[src/imfu_pkg.sv]
// ============================================================================
// Interval merge and flank unit package
// Field widths, codes and the result record shared by the merge unit files.
// ============================================================================
`default_nettype none

package imfu_pkg;

    // Field widths of the channels and registers.
    localparam int FIELD_W   = 40;
    localparam int FLANK_W   = 31;
    localparam int KIND_W    = 2;
    localparam int ERR_W     = 3;
    localparam int CFG_DATA_W = 64;
    localparam int CFG_ADDR_W = 5;
    localparam int REG_SEL_LSB = 3;

    // Results one input transaction can produce, and counters for them.
    localparam int MAX_RESULTS = 4;
    localparam int RIDX_W      = 2;
    localparam int RCNT_W      = 3;

    // Commands.
    localparam logic CMD_INTERVAL = 1'b0;
    localparam logic CMD_FLUSH    = 1'b1;

    // Result kinds.
    localparam logic [KIND_W-1:0] KIND_TARGET = 2'd0;
    localparam logic [KIND_W-1:0] KIND_FLANK  = 2'd1;
    localparam logic [KIND_W-1:0] KIND_ERROR  = 2'd2;

    // Error codes, in order of precedence.
    localparam logic [ERR_W-1:0] ERR_NONE           = 3'd0;
    localparam logic [ERR_W-1:0] ERR_BAD_ONE_ORIGIN = 3'd1;
    localparam logic [ERR_W-1:0] ERR_END_NOT_AFTER  = 3'd2;
    localparam logic [ERR_W-1:0] ERR_BEYOND_LENGTH  = 3'd3;
    localparam logic [ERR_W-1:0] ERR_UNSORTED       = 3'd4;

    // Register indexes, taken from paddr above the 8-byte word offset.
    localparam logic [1:0] REG_FLANK_BASES  = 2'd0;
    localparam logic [1:0] REG_CHROM_LENGTH = 2'd1;
    localparam logic [1:0] REG_ONE_ORIGIN   = 2'd2;

    typedef struct packed {
        logic [KIND_W-1:0]  kind;
        logic [FIELD_W-1:0] region_start;
        logic [FIELD_W-1:0] region_end;
        logic [FIELD_W-1:0] region_length;
        logic [ERR_W-1:0]   error_code;
        logic               last_of_run;
    } result_t;

    // All results of one input transaction, packed from slot zero.
    typedef struct packed {
        logic [RCNT_W-1:0]                 cnt;
        result_t [MAX_RESULTS-1:0]         res;
    } run_t;

    function automatic result_t mk_region(input logic [KIND_W-1:0] kind,
                                          input logic [FIELD_W-1:0] s,
                                          input logic [FIELD_W-1:0] e);
        result_t r;
        r.kind          = kind;
        r.region_start  = s;
        r.region_end    = e;
        r.region_length = e - s;
        r.error_code    = ERR_NONE;
        r.last_of_run   = 1'b0;
        return r;
    endfunction

    function automatic result_t mk_error(input logic [ERR_W-1:0] code);
        result_t r;
        r            = '0;
        r.kind       = KIND_ERROR;
        r.error_code = code;
        return r;
    endfunction

endpackage

`default_nettype wire

[src/imfu_if.sv]
// ============================================================================
// Interval merge and flank unit channel interfaces
// Valid/ready channels for interval items and for emitted regions.
// ============================================================================
`default_nettype none

interface imfu_in_if;
    import imfu_pkg::*;

    logic               valid;
    logic               ready;
    logic               cmd;
    logic [FIELD_W-1:0] begin_pos;
    logic [FIELD_W-1:0] end_pos;

    modport source (output valid, cmd, begin_pos, end_pos, input ready);
    modport sink   (input valid, cmd, begin_pos, end_pos, output ready);
endinterface

interface imfu_out_if;
    import imfu_pkg::*;

    logic               valid;
    logic               ready;
    logic [KIND_W-1:0]  kind;
    logic [FIELD_W-1:0] region_start;
    logic [FIELD_W-1:0] region_end;
    logic [FIELD_W-1:0] region_length;
    logic [ERR_W-1:0]   error_code;
    logic               last_of_run;

    modport source (output valid, kind, region_start, region_end, region_length,
                    error_code, last_of_run, input ready);
    modport sink   (input valid, kind, region_start, region_end, region_length,
                    error_code, last_of_run, output ready);
endinterface

`default_nettype wire

[src/interval_merge_and_flank_unit.sv]
// ============================================================================
// Interval merge and flank unit
// Validates sorted intervals of one chromosome, merges them into targets and
// emits each target in start order together with its clipped flank pieces.
// ============================================================================
// The unit accepts one input transaction per clock cycle while the result
// queue can take its results. Each one is registered, processed in a single
// pass against the merge state and handed to a result queue, which drains
// one result per cycle through the output register while the receiver is
// ready; a transaction with n results (at most four, on a flush) holds the
// queue until all n drain. Transactions that merge into the open target
// produce no result. Configuration must be written through the APB port
// only while the unit is idle (not enforced); no clearing pass follows reset.
`default_nettype none

module interval_merge_and_flank_unit #(
    parameter int COORD_BITS = 40
) (
    input  wire logic                             clk,
    input  wire logic                             rst_n,
    imfu_in_if.sink                               item,
    imfu_out_if.source                            result,
    input  wire logic                             psel,
    input  wire logic                             penable,
    input  wire logic                             pwrite,
    input  wire logic [imfu_pkg::CFG_ADDR_W-1:0]  paddr,
    input  wire logic [imfu_pkg::CFG_DATA_W-1:0]  pwdata,
    output logic      [imfu_pkg::CFG_DATA_W-1:0]  prdata,
    output logic                                  pready
);
    import imfu_pkg::*;

    localparam int CW = (COORD_BITS < FIELD_W) ? COORD_BITS : FIELD_W;

    logic [FLANK_W-1:0] flank_bases;
    logic [CW-1:0]      chrom_length;
    logic               one_origin;
    run_t               run;
    logic               run_valid;
    logic               run_ready;

    // Configuration registers.
    imfu_cfg_regs #(
        .COORD_BITS (COORD_BITS)
    ) u_cfg (
        .clk          (clk),
        .rst_n        (rst_n),
        .psel         (psel),
        .penable      (penable),
        .pwrite       (pwrite),
        .paddr        (paddr),
        .pwdata       (pwdata),
        .prdata       (prdata),
        .pready       (pready),
        .flank_bases  (flank_bases),
        .chrom_length (chrom_length),
        .one_origin   (one_origin)
    );

    // Validation, merging and result formation.
    imfu_core #(
        .COORD_BITS (COORD_BITS)
    ) u_core (
        .clk          (clk),
        .rst_n        (rst_n),
        .item         (item),
        .flank_bases  (flank_bases),
        .chrom_length (chrom_length),
        .one_origin   (one_origin),
        .run          (run),
        .run_valid    (run_valid),
        .run_ready    (run_ready)
    );

    // Result drain.
    imfu_result_queue u_queue (
        .clk       (clk),
        .rst_n     (rst_n),
        .run       (run),
        .run_valid (run_valid),
        .run_ready (run_ready),
        .result    (result)
    );

endmodule

`default_nettype wire

[src/imfu_cfg_regs.sv]
// ============================================================================
// Interval merge and flank unit configuration registers
// APB-style register file holding flank size, chromosome length and mode.
// ============================================================================
`default_nettype none

module imfu_cfg_regs #(
    parameter int COORD_BITS = 40
) (
    input  wire logic                             clk,
    input  wire logic                             rst_n,
    input  wire logic                             psel,
    input  wire logic                             penable,
    input  wire logic                             pwrite,
    input  wire logic [imfu_pkg::CFG_ADDR_W-1:0]  paddr,
    input  wire logic [imfu_pkg::CFG_DATA_W-1:0]  pwdata,
    output logic      [imfu_pkg::CFG_DATA_W-1:0]  prdata,
    output logic                                  pready,
    output logic      [imfu_pkg::FLANK_W-1:0]     flank_bases,
    output logic [((COORD_BITS < imfu_pkg::FIELD_W) ? COORD_BITS
                   : imfu_pkg::FIELD_W)-1:0]      chrom_length,
    output logic                                  one_origin
);
    import imfu_pkg::*;

    localparam int CW = (COORD_BITS < FIELD_W) ? COORD_BITS : FIELD_W;

    logic [FLANK_W-1:0] flank_reg;
    logic [CW-1:0]      length_reg;
    logic               one_origin_reg;
    logic [1:0]         reg_sel;
    logic               wr_en;

    assign pready  = 1'b1;
    assign reg_sel = paddr[REG_SEL_LSB +: 2];
    assign wr_en   = psel && penable && pwrite && pready;

    // Register writes complete in the access phase.
    always_ff @(posedge clk or negedge rst_n) begin
        if (!rst_n) begin
            flank_reg      <= '0;
            length_reg     <= '0;
            one_origin_reg <= 1'b0;
        end else if (wr_en) begin
            unique case (reg_sel)
                REG_FLANK_BASES:  flank_reg      <= pwdata[FLANK_W-1:0];
                REG_CHROM_LENGTH: length_reg     <= pwdata[CW-1:0];
                REG_ONE_ORIGIN:   one_origin_reg <= pwdata[0];
                default:          ;
            endcase
        end
    end

    // Read data decode.
    always_comb begin
        unique case (reg_sel)
            REG_FLANK_BASES:  prdata = CFG_DATA_W'(flank_reg);
            REG_CHROM_LENGTH: prdata = CFG_DATA_W'(length_reg);
            REG_ONE_ORIGIN:   prdata = CFG_DATA_W'(one_origin_reg);
            default:          prdata = '0;
        endcase
    end

    assign flank_bases  = flank_reg;
    assign chrom_length = length_reg;
    assign one_origin   = one_origin_reg;

endmodule

`default_nettype wire

[src/imfu_core.sv]
// ============================================================================
// Interval merge and flank unit core
// Input register, merge state and the single-pass logic that forms the
// results of one interval or flush transaction.
// ============================================================================
`default_nettype none

module imfu_core #(
    parameter int COORD_BITS = 40
) (
    input  wire logic                         clk,
    input  wire logic                         rst_n,
    imfu_in_if.sink                           item,
    input  wire logic [imfu_pkg::FLANK_W-1:0] flank_bases,
    input  wire logic [((COORD_BITS < imfu_pkg::FIELD_W) ? COORD_BITS
                        : imfu_pkg::FIELD_W)-1:0] chrom_length,
    input  wire logic                         one_origin,
    output imfu_pkg::run_t                    run,
    output logic                              run_valid,
    input  wire logic                         run_ready
);
    import imfu_pkg::*;

    localparam int CW = (COORD_BITS < FIELD_W) ? COORD_BITS : FIELD_W;
    localparam int SW = ((CW > FLANK_W) ? CW : FLANK_W) + 1;

    // Result slots before compaction, in emission order.
    localparam int SLOT_GAP_A = 0;
    localparam int SLOT_GAP_B = 1;
    localparam int SLOT_TGT   = 2;
    localparam int SLOT_RIGHT = 3;

    // End of the right flank of a target ending at pe, clipped to len.
    function automatic logic [CW-1:0] right_limit(input logic [CW-1:0] pe,
                                                  input logic [FLANK_W-1:0] fl,
                                                  input logic [CW-1:0] len);
        logic [SW-1:0] sum;
        sum = SW'(pe) + SW'(fl);
        return (sum >= SW'(len)) ? len : sum[CW-1:0];
    endfunction

    logic          a_valid_reg;
    logic          a_cmd_reg;
    logic [CW-1:0] a_begin_reg;
    logic [CW-1:0] a_end_reg;
    logic          advance;

    logic [CW-1:0] open_start_reg, open_start_next;
    logic [CW-1:0] open_end_reg, open_end_next;
    logic          open_valid_reg, open_valid_next;
    logic [CW-1:0] prior_end_reg, prior_end_next;
    logic          prior_valid_reg, prior_valid_next;

    logic [ERR_W-1:0] err;
    logic [CW-1:0]    bc;
    logic [SW-1:0]    left_diff;
    logic [CW-1:0]    left_raw;
    logic [CW-1:0]    left_clip;
    logic [CW-1:0]    lim_prior;
    logic [CW-1:0]    lim_open;
    logic [CW-1:0]    right_clip;
    logic             r_nonempty;
    logic             l_nonempty;
    logic             join_gap;
    logic             close;

    result_t              cand [MAX_RESULTS];
    logic [MAX_RESULTS-1:0] cand_v;
    logic [RCNT_W-1:0]    cnt;

    assign advance    = a_valid_reg && run_ready;
    assign item.ready = !a_valid_reg || advance;
    assign run_valid  = a_valid_reg;

    // Input register: one transaction held while the result side is busy.
    always_ff @(posedge clk or negedge rst_n) begin
        if (!rst_n) begin
            a_valid_reg <= 1'b0;
        end else if (item.valid && item.ready) begin
            a_valid_reg <= 1'b1;
        end else if (advance) begin
            a_valid_reg <= 1'b0;
        end
    end

    always_ff @(posedge clk) begin
        if (item.valid && item.ready) begin
            a_cmd_reg   <= item.cmd;
            a_begin_reg <= item.begin_pos[CW-1:0];
            a_end_reg   <= item.end_pos[CW-1:0];
        end
    end

    // Validation of the held interval.
    always_comb begin
        err = ERR_NONE;
        bc  = a_begin_reg;
        if (one_origin) begin
            if (a_begin_reg == '0 || a_end_reg < a_begin_reg) begin
                err = ERR_BAD_ONE_ORIGIN;
            end else begin
                bc = a_begin_reg - 1'b1;
            end
        end else if (a_end_reg <= a_begin_reg) begin
            err = ERR_END_NOT_AFTER;
        end
        if (err == ERR_NONE && a_end_reg > chrom_length) begin
            err = ERR_BEYOND_LENGTH;
        end
        if (err == ERR_NONE && open_valid_reg && bc < open_start_reg) begin
            err = ERR_UNSORTED;
        end
    end

    // Flank in the gap before the open target; depends on state only.
    always_comb begin
        left_diff  = SW'(open_start_reg) - SW'(flank_bases);
        left_raw   = left_diff[SW-1] ? '0 : left_diff[CW-1:0];
        lim_prior  = right_limit(prior_end_reg, flank_bases, chrom_length);
        lim_open   = right_limit(open_end_reg, flank_bases, chrom_length);
        right_clip = (lim_prior > open_start_reg) ? open_start_reg : lim_prior;
        left_clip  = (prior_valid_reg && left_raw < prior_end_reg) ? prior_end_reg
                                                                    : left_raw;
        r_nonempty = right_clip > prior_end_reg;
        l_nonempty = left_clip < open_start_reg;
        join_gap   = r_nonempty && l_nonempty && right_clip >= left_clip;
    end

    // Result slots and next state for the held transaction.
    always_comb begin
        for (int i = 0; i < MAX_RESULTS; i++) begin
            cand[i] = '0;
        end
        cand_v           = '0;
        close            = 1'b0;
        open_start_next  = open_start_reg;
        open_end_next    = open_end_reg;
        open_valid_next  = open_valid_reg;
        prior_end_next   = prior_end_reg;
        prior_valid_next = prior_valid_reg;

        // Gap pieces: one joined piece, or right part of prior then left part.
        if (!prior_valid_reg) begin
            cand[SLOT_GAP_B] = mk_region(KIND_FLANK, FIELD_W'(left_raw),
                                         FIELD_W'(open_start_reg));
        end else if (join_gap) begin
            cand[SLOT_GAP_A] = mk_region(KIND_FLANK, FIELD_W'(prior_end_reg),
                                         FIELD_W'(open_start_reg));
        end else begin
            cand[SLOT_GAP_A] = mk_region(KIND_FLANK, FIELD_W'(prior_end_reg),
                                         FIELD_W'(right_clip));
            cand[SLOT_GAP_B] = mk_region(KIND_FLANK, FIELD_W'(left_clip),
                                         FIELD_W'(open_start_reg));
        end
        cand[SLOT_TGT]   = mk_region(KIND_TARGET, FIELD_W'(open_start_reg),
                                     FIELD_W'(open_end_reg));
        cand[SLOT_RIGHT] = mk_region(KIND_FLANK, FIELD_W'(open_end_reg),
                                     FIELD_W'(lim_open));

        if (a_cmd_reg == CMD_FLUSH) begin
            close                = open_valid_reg;
            cand_v[SLOT_RIGHT]   = open_valid_reg && (lim_open > open_end_reg);
            open_start_next      = '0;
            open_end_next        = '0;
            open_valid_next      = 1'b0;
            prior_end_next       = '0;
            prior_valid_next     = 1'b0;
        end else if (err != ERR_NONE) begin
            cand[SLOT_GAP_A]     = mk_error(err);
            cand_v[SLOT_GAP_A]   = 1'b1;
        end else if (open_valid_reg && bc <= open_end_reg) begin
            if (a_end_reg > open_end_reg) begin
                open_end_next = a_end_reg;
            end
        end else begin
            close           = open_valid_reg;
            open_start_next = bc;
            open_end_next   = a_end_reg;
            open_valid_next = 1'b1;
            if (open_valid_reg) begin
                prior_end_next   = open_end_reg;
                prior_valid_next = 1'b1;
            end
        end

        if (close) begin
            if (!prior_valid_reg) begin
                cand_v[SLOT_GAP_B] = left_raw < open_start_reg;
            end else if (join_gap) begin
                cand_v[SLOT_GAP_A] = 1'b1;
            end else begin
                cand_v[SLOT_GAP_A] = r_nonempty;
                cand_v[SLOT_GAP_B] = l_nonempty;
            end
            cand_v[SLOT_TGT] = 1'b1;
        end
    end

    // Pack the present slots from zero and mark the last one.
    always_comb begin
        run = '0;
        cnt = '0;
        for (int i = 0; i < MAX_RESULTS; i++) begin
            if (cand_v[i]) begin
                run.res[cnt[RIDX_W-1:0]] = cand[i];
                cnt = cnt + 1'b1;
            end
        end
        if (cnt != '0) begin
            run.res[RIDX_W'(cnt - 1'b1)].last_of_run = 1'b1;
        end
        run.cnt = cnt;
    end

    // Merge state advances when the transaction hands its results over.
    always_ff @(posedge clk or negedge rst_n) begin
        if (!rst_n) begin
            open_start_reg  <= '0;
            open_end_reg    <= '0;
            open_valid_reg  <= 1'b0;
            prior_end_reg   <= '0;
            prior_valid_reg <= 1'b0;
        end else if (advance) begin
            open_start_reg  <= open_start_next;
            open_end_reg    <= open_end_next;
            open_valid_reg  <= open_valid_next;
            prior_end_reg   <= prior_end_next;
            prior_valid_reg <= prior_valid_next;
        end
    end

endmodule

`default_nettype wire

[src/imfu_result_queue.sv]
// ============================================================================
// Interval merge and flank unit result queue
// Holds the results of one transaction and drains them one a cycle through
// the output register while the receiver is ready.
// ============================================================================
`default_nettype none

module imfu_result_queue (
    input  wire logic           clk,
    input  wire logic           rst_n,
    input  wire imfu_pkg::run_t run,
    input  wire logic           run_valid,
    output logic                run_ready,
    imfu_out_if.source          result
);
    import imfu_pkg::*;

    result_t [MAX_RESULTS-1:0] buf_reg;
    logic [RCNT_W-1:0]         rem_reg;
    logic [RIDX_W-1:0]         idx_reg;
    logic                      out_valid_reg;
    result_t                   out_reg;
    logic                      pop;
    logic                      load;

    assign pop       = (rem_reg != '0) && (!out_valid_reg || result.ready);
    assign run_ready = (rem_reg == '0) || (rem_reg == RCNT_W'(1) && pop);
    assign load      = run_valid && run_ready && (run.cnt != '0);

    // Queue bookkeeping: a new run replaces the drained one.
    always_ff @(posedge clk or negedge rst_n) begin
        if (!rst_n) begin
            rem_reg <= '0;
            idx_reg <= '0;
        end else if (load) begin
            rem_reg <= run.cnt;
            idx_reg <= '0;
        end else if (pop) begin
            rem_reg <= rem_reg - 1'b1;
            idx_reg <= idx_reg + 1'b1;
        end
    end

    always_ff @(posedge clk) begin
        if (load) begin
            buf_reg <= run.res;
        end
    end

    // Output register.
    always_ff @(posedge clk or negedge rst_n) begin
        if (!rst_n) begin
            out_valid_reg <= 1'b0;
        end else if (pop) begin
            out_valid_reg <= 1'b1;
        end else if (result.ready) begin
            out_valid_reg <= 1'b0;
        end
    end

    always_ff @(posedge clk) begin
        if (pop) begin
            out_reg <= buf_reg[idx_reg];
        end
    end

    assign result.valid         = out_valid_reg;
    assign result.kind          = out_reg.kind;
    assign result.region_start  = out_reg.region_start;
    assign result.region_end    = out_reg.region_end;
    assign result.region_length = out_reg.region_length;
    assign result.error_code    = out_reg.error_code;
    assign result.last_of_run   = out_reg.last_of_run;

endmodule

`default_nettype wire

[src/flat_wrapper.sv]
// flat-port wrapper written by rule: the top's interface ports become plain ports
module interval_merge_and_flank_unit_flat import imfu_pkg::*;
#(
    parameter int COORD_BITS = 40
)
  (clk, rst_n, psel, penable, pwrite, paddr, pwdata, prdata, pready, item_valid, item_cmd, item_begin_pos, item_end_pos, item_ready, result_valid, result_kind, result_region_start, result_region_end, result_region_length, result_error_code, result_last_of_run, result_ready);
  imfu_in_if item_i ();
  imfu_out_if result_i ();
  input  wire logic clk;
  input  wire logic rst_n;
  input  wire logic psel;
  input  wire logic penable;
  input  wire logic pwrite;
  input  wire logic [imfu_pkg::CFG_ADDR_W-1:0] paddr;
  input  wire logic [imfu_pkg::CFG_DATA_W-1:0] pwdata;
  output logic      [imfu_pkg::CFG_DATA_W-1:0] prdata;
  output logic pready;
  input wire logic [$bits(item_i.valid)-1:0] item_valid;
  input wire logic [$bits(item_i.cmd)-1:0] item_cmd;
  input wire logic [$bits(item_i.begin_pos)-1:0] item_begin_pos;
  input wire logic [$bits(item_i.end_pos)-1:0] item_end_pos;
  output wire logic [$bits(item_i.ready)-1:0] item_ready;
  output wire logic [$bits(result_i.valid)-1:0] result_valid;
  output wire logic [$bits(result_i.kind)-1:0] result_kind;
  output wire logic [$bits(result_i.region_start)-1:0] result_region_start;
  output wire logic [$bits(result_i.region_end)-1:0] result_region_end;
  output wire logic [$bits(result_i.region_length)-1:0] result_region_length;
  output wire logic [$bits(result_i.error_code)-1:0] result_error_code;
  output wire logic [$bits(result_i.last_of_run)-1:0] result_last_of_run;
  input wire logic [$bits(result_i.ready)-1:0] result_ready;
  assign item_i.valid = item_valid;
  assign item_i.cmd = item_cmd;
  assign item_i.begin_pos = item_begin_pos;
  assign item_i.end_pos = item_end_pos;
  assign item_ready = item_i.ready;
  assign result_valid = result_i.valid;
  assign result_kind = result_i.kind;
  assign result_region_start = result_i.region_start;
  assign result_region_end = result_i.region_end;
  assign result_region_length = result_i.region_length;
  assign result_error_code = result_i.error_code;
  assign result_last_of_run = result_i.last_of_run;
  assign result_i.ready = result_ready;
  interval_merge_and_flank_unit #(.COORD_BITS(COORD_BITS)) u_core (.clk(clk), .rst_n(rst_n), .item(item_i), .result(result_i), .psel(psel), .penable(penable), .pwrite(pwrite), .paddr(paddr), .pwdata(pwdata), .prdata(prdata), .pready(pready));
endmodule
[config.mk]
export PLATFORM = sky130hd
export DESIGN_NAME = interval_merge_and_flank_unit_flat
export DESIGN_NICKNAME = d
export VERILOG_FILES = /design/src/imfu_pkg.sv /design/src/imfu_if.sv /design/src/interval_merge_and_flank_unit.sv /design/src/imfu_cfg_regs.sv /design/src/imfu_core.sv /design/src/imfu_result_queue.sv /design/src/flat_wrapper.sv
export SDC_FILE = /design/constraint.sdc
export NUM_CORES = 2
export LEC_CHECK = 0
export ABC_AREA = 1
export BUFFER_PORTS_ARGS = -buffer_cell sky130_fd_sc_hd__buf_2
export CAP_MARGIN = 15
export CORE_ASPECT_RATIO = 1.1
export CORE_MARGIN = 5
export CORE_UTILIZATION = 25
export CTS_CLUSTER_SIZE = 28
export DETAILED_ROUTE_END_ITERATION = 10
export GPL_TIMING_DRIVEN = 0
export PLACE_DENSITY_LB_ADDON = 0.1
export SLEW_MARGIN = 20
export SYNTH_ARGS = -nofsm -noshare
export SYNTH_HDL_FRONTEND = slang
export SYNTH_SLANG_ARGS = --single-unit
[constraint.sdc]
create_clock -name clk -period 47.9 [get_ports clk]
set_input_delay 7.185 -clock clk [delete_from_list [all_inputs] [get_ports clk]]
set_output_delay 7.185 -clock clk [all_outputs]
set_load 0.01 [all_outputs]
; ---- Word-level counts from Yosys, hierarchy flattened
; Cells that the tools add are included.
[op_classes]
reduce_logical = 43
mux = 79
n_addsub = 16
n_eq_ne = 6
order_cmp = 24
[ops]
columns = cell, count
row1 = bitwise mux 504 bit, 4
row2 = two-way mux 504 bit, 4
row3 = demux 126 bit (select 2 bit), 4
row4 = two-way mux 126 bit, 7
row5 = two-way mux 40 bit, 18
row6 = two-way mux 125 bit, 3
row7 = binary-select mux 126 bit (select 2 bit), 1
row8 = subtractor 40 bit, 6
row9 = > comparator 40 bit, 5
row10 = less-than comparator 40 bit, 5
row11 = one-hot mux 40 bit (3 select lines), 1
row12 = two-way mux 84 bit, 1
row13 = adder 40 x 31 -> 41 bit, 2
row14 = >= comparator 41 x 40 -> 1 bit, 2
row15 = less-or-equal comparator 40 bit, 2
row16 = subtractor 40 x 31 -> 41 bit, 1
row17 = >= comparator 40 bit, 1
row18 = logical NOT 40 bit, 1
row19 = "subtractor 40 x 1 -> 40 bit, second input constant", 1
row20 = two-way mux 3 bit, 9
row21 = two-way mux 1 bit, 24
row22 = logical AND 1 bit, 19
row23 = "less-than comparator 2 x 3 -> 1 bit, second input constant", 5
row24 = "adder 3 x 1 -> 3 bit, second input constant", 3
row25 = other kinds (19), 39
[totals]
regBits = 912
output_inout_bits = 193
wordCells = 213

; ---- Depth between registers and ports, before layout
[depth]
word_depth = 30
mapped_depth = 73
depth_no_buf = 70

; ---- Cells and area by module
; A second synthesis with hierarchy kept.
[unflattened]
hier_cells = 10314
hier_area_um2 = 76045.4
[modules_own_cells]
columns = mod, area_each_um2, cells_each, instances
row1 = imfu_core, 49874.1, 8452, 1
row2 = imfu_result_queue, 22754.3, 1398, 1
row3 = imfu_cfg_regs, 3417.0, 464, 1

; ---- Worst setup path after synthesis
; No wires, ideal clock.
[synth_path]
path_kind = reg-to-reg
start = reg u_core.u_cfg.flank_reg[0], in the netlist u_core.u_cfg.flank_bases[0]
end = reg u_core.u_queue.buf_reg[0] (netlist bit), enable pin
path_stages_with_launch = 68
setup_slack_ns = 32.085
synth_period_minus_slack_ns = 15.815
n_path_buf = 5
arrival_time_ns = 13.733
cell_sequence = dfrtp_1 > ha_1 > fa_1 > nand3_1 > nand2_1 > nand2_1 > nand2_1 > nand3_1 > nand2_1 > nand4_1 > nand2_1 > a21o_1 > a21oi_1 > xor2_1 > ha_1 > nand4_1 > nor4_1 > inv_1 > [32 not listed] > nor2_2 > nor2_1 > nand2_1 > nand2_1 > nand4_1 > ha_1 > buf_2 > inv_1 > nand2_1 > nand2_1 > inv_1 > ha_1 > nand2_1 > clkinv_1 > nand2_1 > nand2_1 > nand2_1 > nand2_2
[synth_between]
elab_chain_len = 20
elab_cells_between_ends = 36
classes_between = 6 x add/sub / 9 x order compare / 15 x mux / 6 x reduce/logical
[synth_rtl]
columns = element, line
row1 = start: declaration, imfu_cfg_regs.sv:28  ; logic [FLANK_W-1:0] flank_reg;
row2 = start signal: assignment, imfu_cfg_regs.sv:46  ; REG_FLANK_BASES: flank_reg <= pwdata[FLANK_W-1:0];
row3 = adder 40 x 31 -> 41 bit / subtractor 40 x 31 -> 41 bit (equally long branches), "imfu_core.sv:38, imfu_core.sv:117"
row4 = >= comparator 41 x 40 -> 1 bit / two-way mux 40 bit (equally long branches), "imfu_core.sv:39, imfu_core.sv:118"
row5 = two-way mux 40 bit / less-than comparator 40 bit (equally long branches), "imfu_core.sv:39, imfu_core.sv:122"
row6 = > comparator 40 bit / logical AND 1 bit (equally long branches), "imfu_core.sv:121, imfu_core.sv:122"
row7 = "two-way mux 40 bit, on equally long branches", "imfu_core.sv:121, imfu_core.sv:122"
row8 = > comparator 40 bit / less-than comparator 40 bit (equally long branches), "imfu_core.sv:124, imfu_core.sv:125"
row9 = logical AND 1 bit (2 in series), imfu_core.sv:126  ; join_gap = r_nonempty && l_nonempty && right_clip >= left_clip;
row10 = two-way mux 1 bit, imfu_core.sv:189  ; end else if (join_gap) begin
row11 = [4 not listed], --
row12 = two-way mux 3 bit, imfu_core.sv:204  ; if (cand_v[i]) begin
row13 = adder 3 x 1 -> 3 bit, imfu_core.sv:206  ; cnt = cnt + 1'b1;
row14 = two-way mux 3 bit, imfu_core.sv:204
row15 = adder 3 x 1 -> 3 bit, imfu_core.sv:206
row16 = two-way mux 3 bit (*), imfu_core.sv:204
row17 = nonzero test 3 bit (*), imfu_result_queue.sv:28  ; assign load = run_valid && run_ready && (run.cnt != '0);
row18 = logical AND 1 bit (*), imfu_result_queue.sv:28
row19 = net u_core.u_queue.load, imfu_result_queue.sv:24  ; logic load;
row20 = end signal: assignment, imfu_result_queue.sv:46  ; buf_reg <= run.res;
row21 = end: declaration, imfu_result_queue.sv:18  ; result_t [MAX_RESULTS-1:0] buf_reg;
; Mark *: on every way through the listed nets, which the timed path passes. The rest lies on a longest branch.
; A chain may end at the register's enable or synchronous reset.

==> metrics.log <==
INFO  metric run_status = finished clean
INFO  metric route.met3.wl = 41.0 mm
INFO  metric setup.worst_path.class = reg2reg
INFO  metric critPathArrivalTime = 19530 ps
INFO  metric timing.final.crit_share = 39.9%
INFO  metric detail_route.iter0.violations = 9173
INFO  metric achievable_frequency = 52.3 MHz
INFO  metric die_width = 519 um
INFO  metric clkTransAtPathRegs = 60 ps
INFO  metric synth_area_leaders = edfxtp_1 29%, ha_1 13%, nand2_1 8.7%, dfrtp_1 7.0%, o21ai_0 6.7%
INFO  metric synth.yosys.warnings = 0
INFO  metric crit_required = 48310 ps
INFO  metric final_hold_viol_count = 0
INFO  metric wire_length_of_the_first_global_routing_pass = 664 mm
INFO  metric place.detailed.hpwl = 423 mm
INFO  metric number_of_i_o_port_buffers = 297
INFO  metric die_height = 570 um
INFO  metric area_of_the_die = 296000 um2
INFO  metric totalNegativeSetupSlack = 0 ps
INFO  metric end_kind = flop
INFO  metric synth_ff_type = edfxtp_1
INFO  metric utilization = 29.1%
INFO  metric cp_capture_point = u_core.u_queue.buf_reg[211]
INFO  metric cpMaxStageDelayCell = nor3_1
INFO  metric drive_gt1_share = 9.22%
INFO  metric vias = 75400
INFO  metric clock_tree.root_cell = clkbuf_16
INFO  metric worst_min_path_class = reg2reg
INFO  metric antenna_violating_nets_left = 0
INFO  metric antenna_found_initial = 75
INFO  metric multi_input_area = 40400 um2
INFO  metric wl_met2 = 215 mm
INFO  metric cts_buffer_depth = 3
INFO  metric drt_pass1_iterations = 6
INFO  metric post-synth-top-count-cell = nand2_1
INFO  metric slew_violations = 0
INFO  metric wl = 512 mm
INFO  metric grt_pass1_vias = 72400
INFO  metric post_cts_buffers = 0
INFO  metric cts_hold_repair.buffers = 0
INFO  metric post_drt_via_cell_ratio = 5.62
INFO  metric cpMostUsedCell = nand2_1
INFO  metric synth_commonest_cells = 1657 x nand2_1, 956 x o21ai_0, 872 x inv_1
INFO  metric finalWeightedCongestion = 1.03
INFO  metric num_io_pins = 350
INFO  metric cts_tree = built
INFO  metric max_stage_delay = 930 ps
INFO  metric core_area = 284000 um2
INFO  metric whs = 509 ps
INFO  metric largest_reg_flops = 492
INFO  metric post_synth_inst_count = 9086
INFO  metric worst-path-max-fanout = 10
INFO  metric fp-row-count = 205
INFO  metric synth_area_leader_cell = edfxtp_1
INFO  metric synth_top_area_share = 29.4%
INFO  metric drt-met1-wl = 209 mm
INFO  metric floorplan.initialDensity = 25.1%
INFO  metric r2r.worst_path.cells = 68
INFO  metric critPathLaunchType = flop
INFO  metric rsz0062_at_grt = no
INFO  metric clock_sink_count = 900
INFO  metric global_route.overflow_total = 0
INFO  metric drc = 0
INFO  metric drt-wirelength-per-cell = 38.1 um
INFO  metric crit-reg2reg-capture = u_core.u_queue.buf_reg[211]
INFO  metric layout-area-overhead-vs-synth = 15.9%
INFO  metric yosys_register_bits = 900
INFO  metric relSlewSlack = 3.45%
INFO  metric skew = 72.1 ps
INFO  metric worst_slew_pin_slew = 1430 ps
INFO  metric synth_enable_flop_cells = 699
INFO  metric syn-cell-area = 71400 um2
INFO  metric post_cts.resized_instances = 0
INFO  metric synth_async_sr_flop_share = 22.3%
INFO  metric synth_area_per_cell = 7.85 um2
INFO  metric register_area = 26000 um2
INFO  metric placed_cells = 13200
INFO  metric final_net_count = 10500
INFO  metric clk_latency = 840 ps
INFO  metric globalRouteTotalUtil = 33.2%
INFO  metric htree_levels = 3
INFO  metric highest_layer = met5
INFO  metric synthDistinctLibCells = 73
INFO  metric final_cell_count_no_fill = 13400
INFO  metric r2r-start = u_core.u_core.prior_end_reg[0]
INFO  metric number_of_fill_cells_in_the_layout = 31100
INFO  metric synth_seq_area_share = 36.5%
INFO  metric cp-startpoint = u_core.u_core.prior_end_reg[0]
INFO  metric grt_start_max_net_pins = 89
INFO  metric numCtsBuffers = 112
INFO  metric setup-violations-final = 0
INFO  metric reg2reg_slack = 28780 ps
INFO  metric fin_crit = 19120 ps
INFO  metric timing.max_cap.violations = 0
-- per-layer routing --
metal	global-route usage [%]	up-vias
li1	-	33100
met1	42.4	37600
met2	49.8	3881
met3	6.15	881
met4	24.6	12
met5	0	-
-- cells in the final DEF (no fill, tap or decap), types with 50 or more instances in the layout --
cell type / instances
o21ai_1: 89
ha_1: 731
xnor2_1: 103
a21oi_1: 699
o22ai_1: 532
o21ai_0: 898
nor3_1: 64
clkbuf_16: 112
inv_1: 861
nand3_1: 367
buf_4: 50
clkbuf_1: 233
nor2_1: 818
o21a_1: 67
nand2_1: 1657
edfxtp_1: 699
nand4_1: 131
dfrtp_1: 181
xor2_1: 183
a31oi_1: 91
buf_2: 377
-- final cells by class --
type	count	area share (%)
multi-input cells	6879	48.8
flip-flops and latches	900	31.5
well taps	3726	5.63
inverters	937	4.30
clock buffers	129	3.49
repair buffers	357	2.94
plain buffers	393	2.20
clock inverters	79	1.09
diodes	24	0.0726
-- critical path: cells and delay by family (launching register included) --
| family | cells | cell delay, ps |
|---|---|---|
| flip-flops | 1 | 520 |
| buffers and inverters | 12 | 3780 |
| XOR/XNOR | 1 | 290 |
| adder cells (fa/ha/maj) | 7 | 2400 |
| AND/OR/NAND/NOR | 37 | 8240 |
| AO/OA/AOI/OAI | 11 | 3380 |
-- worst min-delay path by stage --
stage                                        startpoint                                  end  slack (ps)  cells past startpoint
after floorplan           u_core.u_cfg.chrom_length[27]        u_core.u_cfg.chrom_length[27]         470                      2
after detailed placement    u_core.u_queue.buf_reg[125]        u_core.u_queue.result.kind[1]         500                      2
final                       u_core.u_queue.buf_reg[125]        u_core.u_queue.result.kind[1]         510                      2
after global routing          u_core.u_queue.buf_reg[1]  u_core.u_queue.result.error_code[0]         530                      2
after CTS                   u_core.u_queue.buf_reg[125]        u_core.u_queue.result.kind[1]         520                      2
after global placement      u_core.u_queue.buf_reg[125]        u_core.u_queue.result.kind[1]         490                      2
-- kinds of logic after synthesis --
kind of cell | count (synthesis) | synth area share (%)
other | 2 | 0.0105
flip-flops | 900 | 36.5
AND/OR/NAND/NOR | 3178 | 18.6
buffers and inverters | 1330 | 7.43
XOR/XNOR | 293 | 3.60
AO/OA/AOI/OAI | 2635 | 20.8
multiplexers | 8 | 0.112
adder cells (fa/ha/maj) | 740 | 13.1
-- through the flow --
step	worst slack, ps	area (um2)
2_1_floorplan	32090	71500
3_3_place_gp	20860	77600
3_5_place_dp	29540	78900
4_1_cts	29460	82700
5_1_grt	28600	82700
6_report	28780	82700
Power is left out: the tool's default activity adds up to more than one toggle a clock period on the data nets, which glitch-free logic cannot reach.
